`config.mk`:
```
export PLATFORM = sky130hd
export DESIGN_NAME = motor_level_slew_ramp
export DESIGN_NICKNAME = d
export VERILOG_FILES = /design/src/sv/mlsr_pkg.sv /design/src/sv/mlsr_front.sv /design/src/sv/mlsr_back.sv /design/src/sv/motor_level_slew_ramp.sv
export SDC_FILE = /design/constraint.sdc
export NUM_CORES = 1
export LEC_CHECK = 0
export ABC_AREA = 1
export BUFFER_PORTS_ARGS = -buffer_cell sky130_fd_sc_hd__buf_4
export CAP_MARGIN = 20
export CORE_MARGIN = 2
export CORE_UTILIZATION = 52
export CTS_CLUSTER_DIAMETER = 150
export DETAILED_ROUTE_END_ITERATION = 8
export PLACE_DENSITY = 0.68
export SETUP_SLACK_MARGIN = 0.2
export SYNTH_ARGS = -nofsm -noshare
export SYNTH_HDL_FRONTEND = slang
export SYNTH_SLANG_ARGS = --single-unit
```
`constraint.sdc`:
```
create_clock -name clk -period 28.5 [get_ports clk]
set_clock_uncertainty 0.05 [all_clocks]
set_input_delay 0 -clock clk [delete_from_list [all_inputs] [get_ports clk]]
set_output_delay 0 -clock clk [all_outputs]
set_load 0.02 [all_outputs]
```
`src/sv/mlsr_pkg.sv`:
```
`timescale 1ns / 1ps
// ----------------------------------------------------------------------------
// mlsr_pkg: shared types and constants of the level slew ramp
// Field widths, reset values, queue entry type and the angle mapping.
// ----------------------------------------------------------------------------
package mlsr_pkg;

	localparam int LEVEL_W     = 6;
	localparam int MS_W        = 10;
	localparam int RATE_W      = 8;
	localparam int ANGLE_W     = 9;
	localparam int IN_DATA_W   = 16;
	localparam int OUT_DATA_W  = 16;
	localparam int MAX_LEVEL   = 20;
	localparam int QUEUE_DEPTH = 4;
	localparam int QPTR_W      = 2;

	localparam logic [RATE_W-1:0] RATE_RESET = RATE_W'(60);

	localparam logic FUNC_SET  = 1'b0;
	localparam logic FUNC_TICK = 1'b1;

	typedef struct packed {
		logic               func;
		logic [LEVEL_W-1:0] level;
		logic [MS_W-1:0]    ms;
	} entry_t;

	// half-degree servo angle of a drive level: 9*level + 180
	function automatic logic [ANGLE_W-1:0] angle_of(input logic [LEVEL_W-1:0] lv);
		logic signed [ANGLE_W:0] a;
		a = (ANGLE_W+1)'(signed'(lv)) * 10'sd9 + 10'sd180;
		return a[ANGLE_W-1:0];
	endfunction

endpackage

```
`src/sv/mlsr_front.sv`:
```
`timescale 1ns / 1ps
// ----------------------------------------------------------------------------
// mlsr_front: input side of the level slew ramp
// Accepts beats, saturates the requested level and queues the items.
// ----------------------------------------------------------------------------
module mlsr_front
	import mlsr_pkg::*;
(
	input  logic                 clk,
	input  logic                 arst_n,
	input  logic                 s_axis_tvalid,
	output logic                 s_axis_tready,
	input  logic [IN_DATA_W-1:0] s_axis_tdata,
	input  logic                 s_axis_tuser,
	input  logic                 pop,
	output logic                 head_valid,
	output entry_t               head
);

	localparam logic signed [LEVEL_W-1:0] LVL_HI = LEVEL_W'(MAX_LEVEL);
	localparam logic signed [LEVEL_W-1:0] LVL_LO = LEVEL_W'(-MAX_LEVEL);

	entry_t                mem_q [QUEUE_DEPTH];
	logic [QPTR_W-1:0]     wr_ptr_q;
	logic [QPTR_W-1:0]     rd_ptr_q;
	logic [QPTR_W:0]       count_q;
	logic                  push;
	logic                  do_pop;
	logic signed [LEVEL_W-1:0] req_lv;
	logic signed [LEVEL_W-1:0] sat_lv;
	entry_t                item;

	always_comb begin
		req_lv = signed'(s_axis_tdata[LEVEL_W-1:0]);
		if (req_lv > LVL_HI) begin
			sat_lv = LVL_HI;
		end else if (req_lv < LVL_LO) begin
			sat_lv = LVL_LO;
		end else begin
			sat_lv = req_lv;
		end
		item.func  = s_axis_tuser;
		item.level = sat_lv;
		item.ms    = s_axis_tdata[LEVEL_W +: MS_W];
	end

	assign s_axis_tready = (count_q != (QPTR_W+1)'(QUEUE_DEPTH));
	assign push          = s_axis_tvalid & s_axis_tready;
	assign head_valid    = (count_q != '0);
	assign do_pop        = pop & head_valid;
	assign head          = mem_q[rd_ptr_q];

	always_ff @(posedge clk) begin
		if (push) begin
			mem_q[wr_ptr_q] <= item;
		end
	end

	always_ff @(posedge clk or negedge arst_n) begin
		if (!arst_n) begin
			wr_ptr_q <= '0;
			rd_ptr_q <= '0;
			count_q  <= '0;
		end else begin
			if (push) begin
				wr_ptr_q <= wr_ptr_q + 1'b1;
			end
			if (do_pop) begin
				rd_ptr_q <= rd_ptr_q + 1'b1;
			end
			case ({push, do_pop})
				2'b10:   count_q <= count_q + 1'b1;
				2'b01:   count_q <= count_q - 1'b1;
				default: count_q <= count_q;
			endcase
		end
	end

endmodule

```
`src/sv/mlsr_back.sv`:
```
`timescale 1ns / 1ps
// ----------------------------------------------------------------------------
// mlsr_back: execution side of the level slew ramp
// Applies set-level requests, ramps on ticks and drives the result register.
// ----------------------------------------------------------------------------
module mlsr_back
	import mlsr_pkg::*;
(
	input  logic               clk,
	input  logic               arst_n,
	input  logic               cfg_valid,
	input  logic [RATE_W-1:0]  cfg_data,
	input  logic               head_valid,
	input  entry_t             head,
	output logic               pop,
	output logic               out_valid,
	input  logic               out_ready,
	output logic [ANGLE_W-1:0] out_angle,
	output logic               out_last
);

	localparam logic [2:0] ST_IDLE = 3'd0;
	localparam logic [2:0] ST_MUL  = 3'd1;
	localparam logic [2:0] ST_DIV  = 3'd2;
	localparam logic [2:0] ST_FIN  = 3'd3;
	localparam logic [2:0] ST_REV  = 3'd4;

	localparam int DELTA_W   = RATE_W + MS_W;
	localparam int NUM_W     = DELTA_W + 2;
	localparam int MAG_W     = NUM_W - 1;
	localparam int RECIP_W   = 20;
	localparam int PROD_W    = MAG_W + RECIP_W;
	localparam int DIV_SHIFT = 29;
	localparam int QUO_W     = PROD_W - DIV_SHIFT;
	localparam int CALC_W    = QUO_W + 1;

	// ceil(2^29 / 1000): exact floor division for magnitudes below 2^19
	localparam logic [RECIP_W-1:0]      DIV_MULT = RECIP_W'(536871);
	localparam logic signed [NUM_W-1:0] SCALE    = NUM_W'(1000);

	localparam logic [LEVEL_W-1:0] LEVEL_NEG_ONE = {LEVEL_W{1'b1}};
	localparam logic [1:0]         REV_LAST      = 2'd3;

	logic [2:0]                 state_q, state_d;
	logic signed [LEVEL_W-1:0]  cur_q, cur_d;
	logic signed [LEVEL_W-1:0]  tgt_q, tgt_d;
	logic                       down_q, down_d;
	logic [RATE_W-1:0]          rate_q;
	logic [MS_W-1:0]            ms_q;
	logic [1:0]                 rev_idx_q, rev_idx_d;
	logic [DELTA_W-1:0]         delta_s1;
	logic [PROD_W-1:0]          prod_s2;
	logic                       neg_s2;
	logic                       ov_q;
	logic [ANGLE_W-1:0]         oa_q;
	logic                       ol_q;

	logic                       load_ok;
	logic                       ld;
	logic [ANGLE_W-1:0]         ld_angle;
	logic                       ld_last;
	logic signed [LEVEL_W-1:0]  lvl;
	logic signed [NUM_W-1:0]    delta_x;
	logic signed [NUM_W-1:0]    num;
	logic [MAG_W-1:0]           mag;
	logic [QUO_W-1:0]           quo;
	logic signed [CALC_W-1:0]   calc;
	logic signed [CALC_W-1:0]   tgt_x;
	logic signed [CALC_W-1:0]   nv_x;
	logic [ANGLE_W-1:0]         rev_angle;

	assign load_ok = !ov_q || out_ready;
	assign lvl     = signed'(head.level);

	// 1000*cur +- rate*ms, then its magnitude for the reciprocal multiply
	always_comb begin
		delta_x = signed'({2'b00, delta_s1});
		num     = NUM_W'(cur_q) * SCALE + (down_q ? -delta_x : delta_x);
		mag     = num[NUM_W-1] ? MAG_W'(-num) : MAG_W'(num);
	end

	// truncated quotient gets its sign back, then clamps to the target
	always_comb begin
		quo   = prod_s2[PROD_W-1:DIV_SHIFT];
		calc  = neg_s2 ? -signed'({1'b0, quo}) : signed'({1'b0, quo});
		tgt_x = CALC_W'(tgt_q);
		if (down_q) begin
			nv_x = (calc > tgt_x) ? calc : tgt_x;
		end else begin
			nv_x = (calc <= tgt_x) ? calc : tgt_x;
		end
	end

	// reversal: neutral, reverse kick, neutral, then level -1
	always_comb begin
		case (rev_idx_q)
			2'd0:    rev_angle = ANGLE_W'(180);
			2'd1:    rev_angle = ANGLE_W'(170);
			2'd2:    rev_angle = ANGLE_W'(180);
			default: rev_angle = angle_of(LEVEL_NEG_ONE);
		endcase
	end

	always_comb begin
		state_d   = state_q;
		cur_d     = cur_q;
		tgt_d     = tgt_q;
		down_d    = down_q;
		rev_idx_d = rev_idx_q;
		pop       = 1'b0;
		ld        = 1'b0;
		ld_angle  = angle_of(head.level);
		ld_last   = 1'b1;
		case (state_q)
			ST_IDLE: begin
				if (head_valid && load_ok) begin
					pop = 1'b1;
					if (head.func == FUNC_TICK) begin
						if (cur_q != tgt_q) begin
							state_d = ST_MUL;
						end
					end else if (lvl != tgt_q) begin
						tgt_d = lvl;
						if (!cur_q[LEVEL_W-1] && lvl[LEVEL_W-1]) begin
							cur_d     = signed'(LEVEL_NEG_ONE);
							down_d    = 1'b1;
							rev_idx_d = '0;
							state_d   = ST_REV;
						end else if (cur_q > 0 && !lvl[LEVEL_W-1]) begin
							if (lvl < cur_q) begin
								cur_d = lvl;
								ld    = 1'b1;
							end
						end else if (cur_q[LEVEL_W-1] && lvl <= 0) begin
							if (lvl > cur_q) begin
								cur_d = lvl;
								ld    = 1'b1;
							end
						end else begin
							down_d = !(lvl > cur_q);
						end
					end
				end
			end
			ST_MUL: begin
				state_d = ST_DIV;
			end
			ST_DIV: begin
				state_d = ST_FIN;
			end
			ST_FIN: begin
				if (load_ok) begin
					cur_d    = LEVEL_W'(nv_x);
					ld       = 1'b1;
					ld_angle = angle_of(LEVEL_W'(nv_x));
					state_d  = ST_IDLE;
				end
			end
			ST_REV: begin
				if (load_ok) begin
					ld        = 1'b1;
					ld_angle  = rev_angle;
					ld_last   = (rev_idx_q == REV_LAST);
					rev_idx_d = rev_idx_q + 1'b1;
					if (rev_idx_q == REV_LAST) begin
						state_d = ST_IDLE;
					end
				end
			end
			default: begin
				state_d = ST_IDLE;
			end
		endcase
	end

	always_ff @(posedge clk) begin
		if (pop) begin
			ms_q <= head.ms;
		end
		delta_s1 <= rate_q * ms_q;
		prod_s2  <= mag * DIV_MULT;
		neg_s2   <= num[NUM_W-1];
		if (ld) begin
			oa_q <= ld_angle;
			ol_q <= ld_last;
		end
	end

	always_ff @(posedge clk or negedge arst_n) begin
		if (!arst_n) begin
			state_q   <= ST_IDLE;
			cur_q     <= '0;
			tgt_q     <= '0;
			down_q    <= 1'b0;
			rev_idx_q <= '0;
			rate_q    <= RATE_RESET;
			ov_q      <= 1'b0;
		end else begin
			state_q   <= state_d;
			cur_q     <= cur_d;
			tgt_q     <= tgt_d;
			down_q    <= down_d;
			rev_idx_q <= rev_idx_d;
			if (cfg_valid) begin
				rate_q <= cfg_data;
			end
			if (ld) begin
				ov_q <= 1'b1;
			end else if (out_ready) begin
				ov_q <= 1'b0;
			end
		end
	end

	assign out_valid = ov_q;
	assign out_angle = oa_q;
	assign out_last  = ol_q;

endmodule

```
`src/sv/motor_level_slew_ramp.sv`:
```
`timescale 1ns / 1ps
// ----------------------------------------------------------------------------
// motor_level_slew_ramp: slew-rate limiter for a signed motor drive level
// Set-level beats retarget the drive, tick beats ramp it and emit angles.
// ----------------------------------------------------------------------------
//  channel   dir  handshake            contents
//  s_axis    in   tvalid/tready        tdata: new_level, elapsed_ms; tuser: func
//  m_axis    out  tvalid/tready        tdata: angle_half_deg; tlast: last
//  cfg       in   cfg_valid/cfg_ready  cfg_data: ramp_rate
//
// a four-entry queue lets intake take a beat every cycle while it has room.
// back end: a set-level item applies on take, a reversal takes it and emits four
// beats; a tick: take ms, rate*ms, scale and multiply by 1/1000, clamp and emit.
// each beat waits in the output register; a stalled m_axis holds the back end
// until the queue fills and drops s_axis_tready.
// reset is asynchronous and leaves level, target and ramp direction at zero.
// ----------------------------------------------------------------------------
module motor_level_slew_ramp
	import mlsr_pkg::*;
(
	input  logic                  clk,
	input  logic                  arst_n,
	input  logic                  s_axis_tvalid,
	output logic                  s_axis_tready,
	input  logic [IN_DATA_W-1:0]  s_axis_tdata,   // new_level[5:0], elapsed_ms[15:6]
	input  logic                  s_axis_tuser,   // func
	output logic                  m_axis_tvalid,
	input  logic                  m_axis_tready,
	output logic [OUT_DATA_W-1:0] m_axis_tdata,   // angle_half_deg[8:0], zero fill
	output logic                  m_axis_tlast,
	input  logic                  cfg_valid,
	output logic                  cfg_ready,
	input  logic [RATE_W-1:0]     cfg_data
);

	entry_t             head;
	logic               head_valid;
	logic               pop;
	logic [ANGLE_W-1:0] angle;

	mlsr_front u_front (
		.clk           (clk),
		.arst_n        (arst_n),
		.s_axis_tvalid (s_axis_tvalid),
		.s_axis_tready (s_axis_tready),
		.s_axis_tdata  (s_axis_tdata),
		.s_axis_tuser  (s_axis_tuser),
		.pop           (pop),
		.head_valid    (head_valid),
		.head          (head)
	);

	mlsr_back u_back (
		.clk        (clk),
		.arst_n     (arst_n),
		.cfg_valid  (cfg_valid),
		.cfg_data   (cfg_data),
		.head_valid (head_valid),
		.head       (head),
		.pop        (pop),
		.out_valid  (m_axis_tvalid),
		.out_ready  (m_axis_tready),
		.out_angle  (angle),
		.out_last   (m_axis_tlast)
	);

	assign cfg_ready    = 1'b1;
	assign m_axis_tdata = OUT_DATA_W'(angle);

endmodule

```
* After elaboration in Yosys (flattened, before gate mapping) *
Memory sizes are Yosys's and may differ from the RTL's.
Index checks and enable logic that the tools add are counted.

operators by class
  add/sub/neg operators = 11
  multipliers = 5
  magnitude comparators = 8
  equal/unequal tests = 27
  mux-type cells = 57
  bitwise logic cells = 3
  reduce and logical (&&, ||, !) cells = 24

operator list
  operator                                                                count
  6-bit two-way mux                                                       14
  19-bit by 20-bit multiplier with 39-bit output (second input constant)  1
  3-bit two-way mux                                                       8
  17-bit by 20-bit adder with 20-bit output                               1
  20-bit two-way mux                                                      1
  18-bit negator with 20-bit output                                       1
  19-bit two-way mux                                                      1
  19-bit negator                                                          1
  9-bit adder (second input constant)                                     2
  6-bit by 5-bit multiplier with 9-bit output (second input constant)     2
  8-bit by 10-bit multiplier with 18-bit output                           1
  1-bit two-way mux                                                       18
  9-bit two-way mux                                                       2
  9-bit one-hot mux with 2 select lines                                   1
  2-bit by 1-bit != test with 1-bit output (second input constant)        8
  3-bit one-hot mux with 5 select lines                                   1
  6-bit by 8-bit multiplier with 14-bit output (second input constant)    1
  6-bit != test                                                           2
  6-bit one-hot mux with 2 select lines                                   1
  6-bit AND reduction                                                     2
  11-bit by 6-bit > comparator with 1-bit output                          1
  11-bit by 6-bit less-or-equal comparator with 1-bit output              1
  11-bit two-way mux                                                      1
  10-bit negator with 11-bit output                                       1
  38 further kinds                                                        62

word-level totals
  register bits after elaboration = 112
  RAM bits = 68
  bits of input ports = 30
  memories = 1

memories
  memory         words  bits a word  rd ports  clocked after memory_dff  write ports  RTL line          text
  u_front.mem_q  4      17           1         0                         1            mlsr_front.sv:23  entry_t mem_q [QUEUE_DEPTH];

* Depth between registers and ports, before layout *
An unclocked memory read counts as a cell.

  depth in word-level cells = 11
  mapped depth = 59
  mapped depth without buffers = 59

* Hierarchy *
Synthesis repeated with hierarchy kept, for this count alone.

second synthesis, totals
  cells, all modules = 2153
  area, all modules = 17928.4 µm²

modules (own cells, without submodules)
  module                 times used  cells an instance  area each (µm²)
  mlsr_back              1           1880               14721.6
  mlsr_front             1           263                3139.3
  motor_level_slew_ramp  1           10                 67.6

* Worst setup path after synthesis *
Ideal clock, no wire load.

  path kind = register to register
  from = reg u_back.cur_q[0]
  to = reg u_back.prod_s2[37]
  arrival time = 9343 ps
  data required time = 28338 ps
  path slack = 18994 ps
  cell stages (with the launch flop) = 50
  clock period less this slack = 9506 ps
  path through = dfrtp_1 inv_1 fa_1 inv_1 ha_1 fa_1 fa_1 ha_1 fa_1 nand3_1 nand2_1 nand2_1 nand2_1 nand2_1 nand2_1 ha_1 a21o_1 nor2_1 [14 not listed] fa_1 fa_1 fa_1 fa_1 inv_1 ha_1 a21oi_1 nor2_1 nor2_1 o21ai_0 a21oi_1 nand2_1 nand2_1 nand2_1 nand2_1 nand2_1 nand2_1 nand2_1

between the ends
  elaborated cells on any way between the ends = 5
  those cells by class = 2 x add/sub; 2 x mul; 1 x mux

RTL lines
  what                                            RTL line          text
  from (decl)                                     mlsr_back.sv:45   logic signed [LEVEL_W-1:0] cur_q, cur_d;
  from (signal assigned)                          mlsr_back.sv:200  cur_q <= cur_d;
  6-bit by 8-bit multiplier with 14-bit output    mlsr_back.sv:78   num = NUM_W'(cur_q) * SCALE + (down_q ? -delta_x : delta_x);
  17-bit by 20-bit adder with 20-bit output       mlsr_back.sv:78
  via u_back.num[19]                              mlsr_back.sv:64   logic signed [NUM_W-1:0] num;
  19-bit two-way mux                              mlsr_back.sv:79   mag = num[NUM_W-1] ? MAG_W'(-num) : MAG_W'(num);
  19-bit by 20-bit multiplier with 39-bit output  mlsr_back.sv:181  prod_s2 <= mag * DIV_MULT;
  to (signal assigned)                            mlsr_back.sv:181
  to (decl)                                       mlsr_back.sv:52   logic [PROD_W-1:0] prod_s2;

The timed path passes the listed nets, and every way through them passes these cells.
A chain may end at the register's enable or synchronous reset.

* Final worst setup path *
  from = reg u_back.cur_q[0]
  to = reg u_back.prod_s2[37]

between the ends
  longest elaborated chain between the ends = 5

RTL lines
  what                                                RTL line
  6-bit by 8-bit multiplier with 14-bit output (*)    mlsr_back.sv:78
  17-bit by 20-bit adder with 20-bit output (*)       mlsr_back.sv:78
  19-bit negator                                      mlsr_back.sv:79
  19-bit two-way mux (*)                              mlsr_back.sv:79
  19-bit by 20-bit multiplier with 39-bit output (*)  mlsr_back.sv:181

Every way passes the cells marked *; elsewhere a longest branch is shown, timed or not.

==> impl_metrics.toml <==
[route]
drcViolationCount = 0
antenna_left = 0
wl_mm = 41.35
drt_iter0_markers = 887
drtPass1Iterations = 6
viasPerCell = 5.210
wl_per_cell_um = 15.27
vias = 14110

[grt]
grt_pass1_wl_mm = 69.43
grt-ovfl-total = 0
grt_max_degree = 37
grt_util_all_layers_pct = 24.06
grt_pass1_vias = 14300
antenna_found_initial = 0

[layout]
drive_above_1_share_pct = 6.480
regArea_um2 = 4079
layout.nets = 2721
area_growth_pct = 9.161
n_fill_cell = 3118
multiInputGateArea_um2 = 12110
antenna_cells = 0

[die]
die_area_um2 = 36470
die_w_um = 191.0
die_h_um = 191.0
initial_core_util_pct = 52.76
coreArea_um2 = 34460
fp-row-count = 68
pin_count = 50

[critical_path]
critPathLaunchType = "register"
path_max_fanout = 6
arrival_ns = 10.95
worst_setup_path_end_kind = "register"
cp_common_cell = "nand2_1"
crit_required_ns = 28.80
max_stage_delay_ns = 0.56
critPathKind = "reg -> reg"
cp_slowest_cell = "fa_1"

[clocking]
clock_latency_ns = 0.44
cts_made_buffers = 17
clkSinkCount = 151
ctsRootBufferMaster = "clkbuf_16"
cts_tree = "yes"
clkSlewWorstSetupHoldPaths_ns = 0.07
post_cts_buffers = 0
cts_buffer_depth = 2
htreeDepth = 4

[synthesis]
avgSynthCellArea_um2 = 8.354
synthTopCellsByArea = "ha_1, fa_1, edfxtp_1, inv_1, nand2_1"
syn_area_um2 = 18180
ys_warn_count = 0
synthCells = 2176
async_flop_share_pct = 22.52
synth_flop_cell = "edfxtp_1"
synth_top_area_cell = "ha_1"
synth_edf_count = 88
synth_cell_types = 59
ys_ff_latch = 151
yosysMostFrequentCell = "inv_1"
yosysSeqAreaShare_pct = 22.44
ys_top_cells_by_count = "inv_1, nand2_1, ha_1"
synth_top_area_share_pct = 20.92

[placed_design]
place_congestion = 0.9187
post-place-ws_ns = 17.89
dp_hpwl_mm = 33.57
io_buffers = 41

[sta]
setup_ws_ns = 17.85
rsz0062_at_grt = "no"
relSlewSlack_pct = 30.83
worst_slew_pin_slew_ns = 1.034
hold_viol = 0
slew_violations = 0
min_period_ns = 10.65
max_freq_mhz = 93.87
setup_viol = 0
setup_tns_ns = 0
fin_crit_sh_pct = 37.38

[run_status]
status = "completed"

[worst_hold_path]
hold_path_class = "in -> async"

[job]
cap_viol_max_count = 0
-- critical path, delay by kind of cell (launching register included) --
| kind | cells | cell delay (ns) |
|---|---|---|
| fa+ha+maj | 15 | 6.31 |
| simple gates | 23 | 2.25 |
| compound gates | 5 | 0.80 |
| buf+inv | 6 | 0.57 |
| flops | 1 | 0.47 |
| xor+xnor | 1 | 0.10 |
-- final timing paths --
check,startpoint,endpoint,slack (ns),depth (start not counted)
max in group asynchronous,arst_n,u_back.rev_idx_q[0]$_DFFE_PN0P_,28.03,2
worst min-delay path,arst_n,u_back.rate_q[7]$_DFFE_PN0P_,0.008,2
worst min register to register,u_front.count_q[0]$_DFFE_PN0P_,u_front.count_q[0]$_DFFE_PN0P_,0.43,1
worst max-delay path,u_back.cur_q[0]$_DFFE_PN0P_,u_back.prod_s2[37]$_DFF_P_,17.85,50
min in group clk,s_axis_tdata[5],u_front.mem_q[1][15]$_DFFE_PP_,0.08,4
worst max register to register,u_back.cur_q[0]$_DFFE_PN0P_,u_back.prod_s2[37]$_DFF_P_,17.85,50
-- layer usage --
layer | up-vias | part of all wire [%] | track usage (%)
met5 | - | 0 | 0
met4 | 0 | 2.4 | 6.798
li1 | 7053 | - | -
met3 | 56 | 4.2 | 3.855
met2 | 301 | 47 | 40.16
met1 | 6698 | 47 | 32.35
-- logic make-up (layout without fill, tap and decap cells) --
logic type,count (synthesis),count (layout),synth area share (%)
XOR/XNOR,81,81,3.944
other,2,8,0.04131
buffers and inverters,516,587,11.07
AO/OA/AOI/OAI,239,239,7.502
AND/OR/NAND/NOR,728,728,17.39
multiplexers,8,8,0.4956
adder cells (fa/ha/maj),451,451,37.11
flip-flops,151,151,22.44
-- timing repair --
action,CTS,global route
endpoints found under the hold margin,105,0
hold buffers,35,0
setup endpoints to repair,0,0
resized for setup,0,0
-- through the flow --
step           hold WS [ns]  utilization (%)  cells  cell area [um^2]
4_1_cts             0.01910            57.59   2708             19840
6_report           0.008428            57.59   2708             19840
3_3_place_gp       -0.05438            54.83   2641             18890
3_5_place_dp       -0.04823            54.83   2641             18890
5_1_grt             0.05975            57.59   2708             19840
2_1_floorplan       -0.3456                -   2182             18200
-- area by class of cell --
type / instances / area share (%)
clock buffers: 17 / 2.144
clock inverters: 15 / 0.8827
inverters: 473 / 8.985
multi-input cells: 1515 / 61.02
flip-flops and latches: 151 / 20.55
well taps: 455 / 2.869
repair buffers: 82 / 3.544
-- registers in the layout, indices dropped and copies added, names as in the netlist --
signal and count:
u_back.cur_q 6, u_back.delta_s1 18, u_back.down_q 1, u_back.ms_q 10
u_back.neg_s2 1, u_back.out_angle 9, u_back.out_last 1, u_back.out_valid 1
u_back.prod_s2 10, u_back.rate_q 8, u_back.rev_idx_q 2, u_back.state_q 3
u_back.tgt_q 6, u_front.count_q 3, u_front.mem_q 68, u_front.rd_ptr_q 2
u_front.wr_ptr_q 2
-- placed cells by master, fill, tap and decap left out, types with 12 or more instances in the layout --
master	instances
nand3b_1	16
buf_4	47
inv_1	465
o22ai_1	17
edfxtp_1	88
xor2_1	63
nand2_2	14
fa_1	147
xnor2_1	17
o21ai_0	78
nor3_1	12
nor2_1	144
dlygate4sd3_1	35
dfrtp_1	30
nand4_1	17
a21oi_1	87
dfxtp_1	29
nand2_1	411
nand3_1	77
ha_1	304
clkbuf_16	17
Power is not shown: default switching activity piles up to over one toggle a cycle in this logic, so the estimate is an artifact.
